### src/rtl/core/sidp_pkg.sv
`timescale 1ns / 1ps
`default_nettype none

package sidp_pkg;

  localparam int unsigned NameLenW = 10;
  localparam int unsigned IdW      = 16;

  typedef struct packed {
    logic                ok;
    logic [NameLenW-1:0] name_length;
    logic [IdW-1:0]      lib_code;
    logic [IdW-1:0]      mod_code;
  } result_t;

endpackage

`default_nettype wire

### src/rtl/core/sidp_parse.sv
`timescale 1ns / 1ps
`default_nettype none

module sidp_parse #(
  parameter int unsigned MAX_LEN         = 1024,
  parameter int unsigned MAX_CODE_DIGITS = 3
) (
  input  wire logic             clk_i,
  input  wire logic             rst_ni,
  input  wire logic             step_i,
  input  wire logic [7:0]       char_i,
  input  wire logic             last_i,
  output sidp_pkg::result_t     result_o
);

  localparam int unsigned PosW = $clog2(MAX_LEN + 2);
  localparam int unsigned CntW = $clog2(MAX_CODE_DIGITS + 1);
  localparam logic [7:0] HashChar = 8'h23;

  localparam logic [1:0] PhName = 2'd0;
  localparam logic [1:0] PhLib  = 2'd1;
  localparam logic [1:0] PhMod  = 2'd2;
  localparam logic [1:0] PhFail = 2'd3;

  typedef struct packed {
    logic       valid;
    logic [5:0] value;
  } digit_t;

  function automatic digit_t decode_digit(input logic [7:0] c);
    digit_t d;
    d.valid = 1'b1;
    d.value = 6'd0;
    if (c >= 8'h41 && c <= 8'h5a) begin
      d.value = 6'(c - 8'h41);
    end else if (c >= 8'h61 && c <= 8'h7a) begin
      d.value = 6'(c - 8'h61 + 8'd26);
    end else if (c >= 8'h30 && c <= 8'h39) begin
      d.value = 6'(c - 8'h30 + 8'd52);
    end else if (c == 8'h2b) begin
      d.value = 6'd62;
    end else if (c == 8'h2d) begin
      d.value = 6'd63;
    end else begin
      d.valid = 1'b0;
    end
    return d;
  endfunction

  logic [1:0]                    phase_q, phase_d, phase_cur;
  logic [PosW-1:0]               pos_q, pos_d;
  logic [sidp_pkg::NameLenW-1:0] nlen_q, nlen_d;
  logic [sidp_pkg::IdW-1:0]      lib_q, lib_d, mod_q, mod_d;
  logic [CntW-1:0]               lib_cnt_q, lib_cnt_d, mod_cnt_q, mod_cnt_d;
  digit_t                        dig;

  always_comb begin
    dig       = decode_digit(char_i);
    pos_d     = pos_q;
    nlen_d    = nlen_q;
    lib_d     = lib_q;
    mod_d     = mod_q;
    lib_cnt_d = lib_cnt_q;
    mod_cnt_d = mod_cnt_q;
    if (pos_q <= PosW'(MAX_LEN)) begin
      pos_d = pos_q + 1'b1;
    end
    phase_cur = (pos_d > PosW'(MAX_LEN)) ? PhFail : phase_q;
    phase_d   = phase_cur;
    unique case (phase_cur)
      PhName: begin
        if (char_i == HashChar) begin
          phase_d = PhLib;
        end else begin
          nlen_d = nlen_q + 1'b1;
        end
      end
      PhLib: begin
        if (char_i == HashChar) begin
          phase_d = PhMod;
        end else if (!dig.valid || lib_cnt_q >= CntW'(MAX_CODE_DIGITS)) begin
          phase_d = PhFail;
        end else begin
          lib_d     = {lib_q[sidp_pkg::IdW-7:0], dig.value};
          lib_cnt_d = lib_cnt_q + 1'b1;
        end
      end
      PhMod: begin
        if (!dig.valid || mod_cnt_q >= CntW'(MAX_CODE_DIGITS)) begin
          phase_d = PhFail;
        end else begin
          mod_d     = {mod_q[sidp_pkg::IdW-7:0], dig.value};
          mod_cnt_d = mod_cnt_q + 1'b1;
        end
      end
      default: begin
      end
    endcase

    result_o = '0;
    if (phase_d == PhMod) begin
      result_o.ok          = 1'b1;
      result_o.name_length = nlen_d;
      result_o.lib_code    = lib_d;
      result_o.mod_code    = mod_d;
    end
  end

  always_ff @(posedge clk_i or negedge rst_ni) begin
    if (!rst_ni) begin
      phase_q   <= PhName;
      pos_q     <= '0;
      nlen_q    <= '0;
      lib_q     <= '0;
      mod_q     <= '0;
      lib_cnt_q <= '0;
      mod_cnt_q <= '0;
    end else if (step_i) begin
      if (last_i) begin
        phase_q   <= PhName;
        pos_q     <= '0;
        nlen_q    <= '0;
        lib_q     <= '0;
        mod_q     <= '0;
        lib_cnt_q <= '0;
        mod_cnt_q <= '0;
      end else begin
        phase_q   <= phase_d;
        pos_q     <= pos_d;
        nlen_q    <= nlen_d;
        lib_q     <= lib_d;
        mod_q     <= mod_d;
        lib_cnt_q <= lib_cnt_d;
        mod_cnt_q <= mod_cnt_d;
      end
    end
  end

endmodule

`default_nettype wire

### src/rtl/core/symbol_id_suffix_parser_core.sv
`timescale 1ns / 1ps
`default_nettype none
// A character is taken into the input register and parsed from there into the parse state;
//   the result of a final character goes into the result register that drives the outputs.
// Throughput: one character per cycle, set by the single parse stage after the input register;
//   a final character waits only while the previous result is still held and not taken.
// Reset: asynchronous, active low; empties both registers and returns to the name part.

module symbol_id_suffix_parser_core #(
  parameter int unsigned MAX_LEN         = 1024,
  parameter int unsigned MAX_CODE_DIGITS = 3
) (
  input  wire logic                              clk_i,
  input  wire logic                              rst_ni,
  input  wire logic                              in_valid_i,
  output      logic                              in_ready_o,
  input  wire logic [7:0]                        char_code_i,
  input  wire logic                              last_char_i,
  output      logic                              out_valid_o,
  input  wire logic                              out_ready_i,
  output      logic                              ok_o,
  output      logic [sidp_pkg::NameLenW-1:0]     name_length_o,
  output      logic [sidp_pkg::IdW-1:0]          lib_code_o,
  output      logic [sidp_pkg::IdW-1:0]          mod_code_o
);

  logic              in_v_q;
  logic [7:0]        in_char_q;
  logic              in_last_q;
  logic              out_v_q;
  logic              step;
  sidp_pkg::result_t res, res_q;

  assign step       = in_v_q && (!in_last_q || !out_v_q || out_ready_i);
  assign in_ready_o = !in_v_q || step;

  sidp_parse #(
    .MAX_LEN         (MAX_LEN),
    .MAX_CODE_DIGITS (MAX_CODE_DIGITS)
  ) u_parse (
    .clk_i    (clk_i),
    .rst_ni   (rst_ni),
    .step_i   (step),
    .char_i   (in_char_q),
    .last_i   (in_last_q),
    .result_o (res)
  );

  always_ff @(posedge clk_i or negedge rst_ni) begin
    if (!rst_ni) begin
      in_v_q  <= 1'b0;
      out_v_q <= 1'b0;
    end else begin
      if (in_ready_o) begin
        in_v_q <= in_valid_i;
      end
      if (step && in_last_q) begin
        out_v_q <= 1'b1;
      end else if (out_ready_i) begin
        out_v_q <= 1'b0;
      end
    end
  end

  always_ff @(posedge clk_i) begin
    if (in_valid_i && in_ready_o) begin
      in_char_q <= char_code_i;
      in_last_q <= last_char_i;
    end
    if (step && in_last_q) begin
      res_q <= res;
    end
  end

  assign out_valid_o   = out_v_q;
  assign ok_o          = res_q.ok;
  assign name_length_o = res_q.name_length;
  assign lib_code_o    = res_q.lib_code;
  assign mod_code_o    = res_q.mod_code;

  a_fail_zero: assert property (@(posedge clk_i) disable iff (!rst_ni)
    out_valid_o && !ok_o |-> name_length_o == '0 && lib_code_o == '0 && mod_code_o == '0)
    else $error("failed result carries non-zero fields");

  a_result_from_last: assert property (@(posedge clk_i) disable iff (!rst_ni)
    $rose(out_v_q) |-> $past(step && in_last_q))
    else $error("result appeared without a final character");

  a_stall_cause: assert property (@(posedge clk_i) disable iff (!rst_ni)
    !in_ready_o |-> in_v_q && in_last_q && out_v_q && !out_ready_i)
    else $error("input stalled without a blocked result");

endmodule

`default_nettype wire

### config.mk
export PLATFORM = sky130hd
export DESIGN_NAME = symbol_id_suffix_parser_core
export DESIGN_NICKNAME = d
export VERILOG_FILES = /design/src/rtl/core/sidp_pkg.sv /design/src/rtl/core/sidp_parse.sv /design/src/rtl/core/symbol_id_suffix_parser_core.sv
export SDC_FILE = /design/constraint.sdc
export NUM_CORES = 1
export LEC_CHECK = 0
export ABC_AREA = 1
export BUFFER_PORTS_ARGS = -buffer_cell sky130_fd_sc_hd__buf_4
export CAP_MARGIN = 25
export CORE_ASPECT_RATIO = 0.7
export CORE_MARGIN = 10
export CORE_UTILIZATION = 55
export CTS_BUF_LIST = sky130_fd_sc_hd__clkbuf_8
export DETAILED_ROUTE_END_ITERATION = 10
export PLACE_DENSITY = 0.74
export SKIP_LAST_GASP = 1
export SLEW_MARGIN = 20
export SYNTH_ARGS = -nofsm -noshare
export SYNTH_HDL_FRONTEND = slang
export SYNTH_SLANG_ARGS = --single-unit
### constraint.sdc
create_clock -name clk_i -period 5.6 [get_ports clk_i]
set_clock_uncertainty 0.15 [all_clocks]
set_input_delay 0.28 -clock clk_i [delete_from_list [all_inputs] [get_ports clk_i]]
set_output_delay 0.28 -clock clk_i [all_outputs]
set_load 0.01 [all_outputs]
==> results.env <==
MAX-VDD-IR-DROP_mV=0.217
HTREE_LEVELS=4
HPWL_DP_MICRONS=10600
ROOT_BUFFER='clkbuf_8'
DIE-HEIGHT_MICRONS=114
GRT_START_MAX_NET_PINS=62
SLEW_HEADROOM=0.399
DRT_FIRST_ITER_VIOLATIONS=482
GRT_FIRST_PASS_WIRELENGTH_MICRONS=26500
SYNTH.LIB_CELLS_USED.DISTINCT=36
SYNTHADDERAREAFRAC=0.0252
SYNTH_TOP_FAMILY_BY_AREA='simple AND/OR/NAND/NOR gates'
SETUP.REG_TO_REG.WORST_SLACK_NS=1.56
NUMCLOCKSINKS=113
DRIVE_GT1_FRAC=0.173
PWR_DENSITY_CELL_mW_PER_MM2=328
FIN_WORST_HOLD_SLACK_NS=0.331
N_FILL_CELL=1072
TRITONCTS='done'
MIN_PATH_TYPE='in2async'
MAX_CAP_VIOLATIONS=0
ROUTE.ANTENNA.REMAINING_NETS=0
GRT_ANTENNA_BEFORE_REPAIR=0
WL_PER_CELL_MICRONS=13.7
AREAGROWTHSYNTHTOFINISH_PCT=14.3
SYNTHESIS.YOSYS.WARNINGS=0
GLOBALPLACE.CONGESTION=0.921
SYNTH.MUX.AREA_FRACTION=0
SETUP.WORST_PATH.START_CLASS='flop'
FINAL_NET_COUNT=986
REPORT.FINAL.HOLD_VIOL_COUNT=0
TIMING.FINAL.CRIT_SHARE=0.722
SETUP_VIOL_COUNT_FINAL=0
1ST_PASS_ROUTER_ITERATIONS=5
NUMCTSBUFFERS=17
DIE_AREA_SQ_MM=0.0176
CRITICAL_PATH_ARRIVAL_NS=4.06
GRT_SETUP_UNREPAIRED='no'
SYN_INST=899
FIRST_GLOBAL_VIAS=5503
YOSYSSEQAREASHARE=0.444
TIMING_WORST_SETUP_PATH_TYPE='reg2reg'
SYNTHESIZED_AREA_FRACTION_OCCUPIED_BY_AO_OA_AOI_AND_OAI_CELLS=0.0531
DRV_SLEW=0
START_UTIL=0.562
SYN_AREA_PER_CELL_SQ_UM=7.74
MAPPEDNETLISTAREA_SQ_MM=0.00696
SKEW_PAIR_LATE_INSERTION_DELAY_NS=0.44
VIA_COUNT=5791
WORST_SETUP_PATH_END_KIND='flop'
POWER.LEAKAGE_nW=3.92
CTS.PATH.MAX_BUFFERS=2
IO_PINS=58
WORST-ENDPOINT-REQUIRED_NS=5.62
DIE_WIDTH_MICRONS=154
CTS.REPORTEDPATHS.CLKPINSLEW_NS=0.08
SYNTH_XOR_XNOR_AREA_SHARE=0.0201
FP-ROW-COUNT=34
ROUTE.DETAILED.DRC=0
WORST-PATH-MAX-FANOUT=43
YOSYS_REGISTER_BITS=113
NUMPORTBUFFERS=57
FINALCRITICALPERIOD_NS=4.04
SYNTH_FP_NETS=926
POSTROUTEWIRELENGTH_MICRONS=15600
GRT_OVERFLOW_TOTAL=0
YOSYS.AREA_SHARE.SIMPLE=0.372
GLOBALROUTETOTALUTIL=0.180
STATUS='finished clean'
VIA_TO_CELL_RATIO=5.11
ANTENNA-DIODE-COUNT=0
DESIGN.CORE.AREA_SQ_MM=0.0124
MAX_FREQ_MHz=247
MAX_SLEW.WORST_PIN.SLEW_NS=0.899
TOTALNEGATIVESETUPSLACK_NS=0
[what timing repair did]
action | CTS | global route
buffers inserted | 0 | 0
endpoints found under the hold margin | 72 | 0
setup endpoints to repair | 0 | 0
gates resized for setup | 0 | 0
hold buffers | 12 | 0
[metal layers]
layer / share of wire / GRT usage / wire length, microns
met1: 0.51 / 0.255 / 7940
met2: 0.42 / 0.271 / 6590
met5: 0 / 0 / 0
met4: 0.015 / 0.0628 / 237
met3: 0.052 / 0.0334 / 808
[Yosys cell counts]
cell      instances  area [sq um]
nand3_1          83           415
ha_1             14           175
o22ai_1           9          56.3
buf_2             8          40.0
a21oi_1           3          15.0
nor4_1            1          6.26
nand2_2           2          12.5
nand2_4           4          45.0
nor2_1           21          78.8
inv_4             1          6.26
nand3_4           1          17.5
buf_6             5          56.3
xor2_1           15           131
inv_1            87           327
or2_2             1          6.26
dfrtp_1          61          1530
nor2_4           29           327
a31oi_1           1          6.26
o21ai_2           1          8.76
o41ai_2           1          16.3
buf_12            3          60.1
nor2_2           16           100
clkbuf_1         16          60.1
a21boi_2          3          33.8
nor3_1            4          20.0
nand3b_4          1          20.0
o21ai_1           2          10.0
nand4_1           6          37.5
xnor2_1           1          8.76
nand2_8           1          20.0
nand3b_1          4          30.0
edfxtp_1         52          1560
nand2_1         387          1450
o21ai_0          41           205
a21oi_2           2          17.5
inv_2            12          45.0
[placed cells by master, fill, tap and decap left out, types with 3 or more instances in the layout]
| master | synthesis | routed |
|---|---|---|
| clkinvlp_4 | 0 | 3 |
| inv_2 | 12 | 12 |
| nor2_1 | 21 | 20 |
| edfxtp_1 | 52 | 52 |
| xor2_1 | 15 | 15 |
| dlygate4sd3_1 | 0 | 12 |
| clkbuf_8 | 0 | 19 |
| inv_1 | 87 | 87 |
| nand3b_1 | 4 | 4 |
| a21boi_2 | 3 | 3 |
| nor3_1 | 4 | 4 |
| buf_4 | 0 | 61 |
| nand2_4 | 4 | 4 |
| nand4_1 | 6 | 6 |
| o21ai_0 | 41 | 41 |
| clkinv_4 | 0 | 3 |
| a21oi_1 | 3 | 3 |
| nand3_1 | 83 | 83 |
| ha_1 | 14 | 14 |
| bufinv_16 | 0 | 3 |
| dfrtp_1 | 61 | 61 |
| nor2_4 | 29 | 30 |
| o22ai_1 | 9 | 9 |
| nor2_2 | 16 | 16 |
| nand2_1 | 387 | 387 |
[cell type report]
type	instances	area, sq um	area share
clock inverter	13	161	0.0203
multi-input combinational	654	3280	0.413
sequential	113	3090	0.388
tap	162	203	0.0255
inverter	100	378	0.0475
clock buffer	19	262	0.0329
timing repair buffer	73	578	0.0727
[state kept, by name (all words and copies together), names as in the netlist]
name,cells
u_parse.pos_q,11
u_parse.phase_q,2
in_char_q,8
u_parse.lib_q,16
lib_code_o,16
u_parse.lib_cnt_q,2
u_parse.mod_q,16
mod_code_o,16
ok_o,1
u_parse.nlen_q,10
in_v_q,1
out_valid_o,1
u_parse.mod_cnt_q,2
in_last_q,1
name_length_o,10
[worst max-delay path, stage by stage (launching register included)]
cell,delay [ns]
edfxtp_1,0.52
inv_1,0.19
ha_1,0.26
inv_1,0.06
o21ai_1,0.19
nor2_1,0.09
a21oi_2,0.29
nand2_1,0.15
nand3b_1,0.13
nand2_1,0.53
inv_2,0.27
nand2_1,0.11
a21oi_2,0.18
inv_2,0.08
nand2_8,0.47
nor2_1,0.08
[logic make-up (layout without fill, tap and decap cells)]
kind of cell | count (synthesis) | count (layout)
buffers and inverters | 132 | 205
adder cells (fa/ha/maj) | 14 | 14
XOR/XNOR | 16 | 16
AO/OA/AOI/OAI | 63 | 63
AND/OR/NAND/NOR | 561 | 561
flip-flops | 113 | 113
[worst paths after layout]
check | from | end | cells after the start
worst max-delay path | in_char_q[3]$_DFFE_PP_ | mod_code_o[0]$_SDFFCE_PP0P_ | 15
worst min-delay path | rst_ni | in_v_q$_DFFE_PN0N_ | 2
worst max register to register | in_char_q[3]$_DFFE_PP_ | mod_code_o[0]$_SDFFCE_PP0P_ | 15
worst min register to register | u_parse.lib_q[13]$_DFFE_PN0P_ | u_parse.lib_q[13]$_DFFE_PN0P_ | 2
max in group asynchronous | rst_ni | u_parse.mod_q[8]$_DFFE_PN0P_ | 2
min in group clk_i | u_parse.lib_q[13]$_DFFE_PN0P_ | u_parse.lib_q[13]$_DFFE_PN0P_ | 2
[metrics by stage]
stage | area, sq um | setup WS, ns | std cells | power [mW] | util
after floorplan | 6960 | 2.82 | 899 | 1.65 | -
after global placement | 7410 | 1.70 | 1090 | 1.78 | 0.598
after detailed placement | 7410 | 1.58 | 1090 | 1.80 | 0.598
after CTS | 7950 | 1.56 | 1134 | 2.62 | 0.642
after global routing | 7950 | 1.07 | 1134 | 2.77 | 0.642
final | 7950 | 1.56 | 1134 | 2.61 | 0.642
[where the power goes]
| group | switching (mW) | total [mW] | internal [mW] |
|---|---|---|---|
| Sequential | 0.0717 | 1.04 | 0.970 |
| Combinational | 0.518 | 0.746 | 0.228 |
| Clock | 0.354 | 0.818 | 0.463 |
Power figures use the tool's default switching activity.
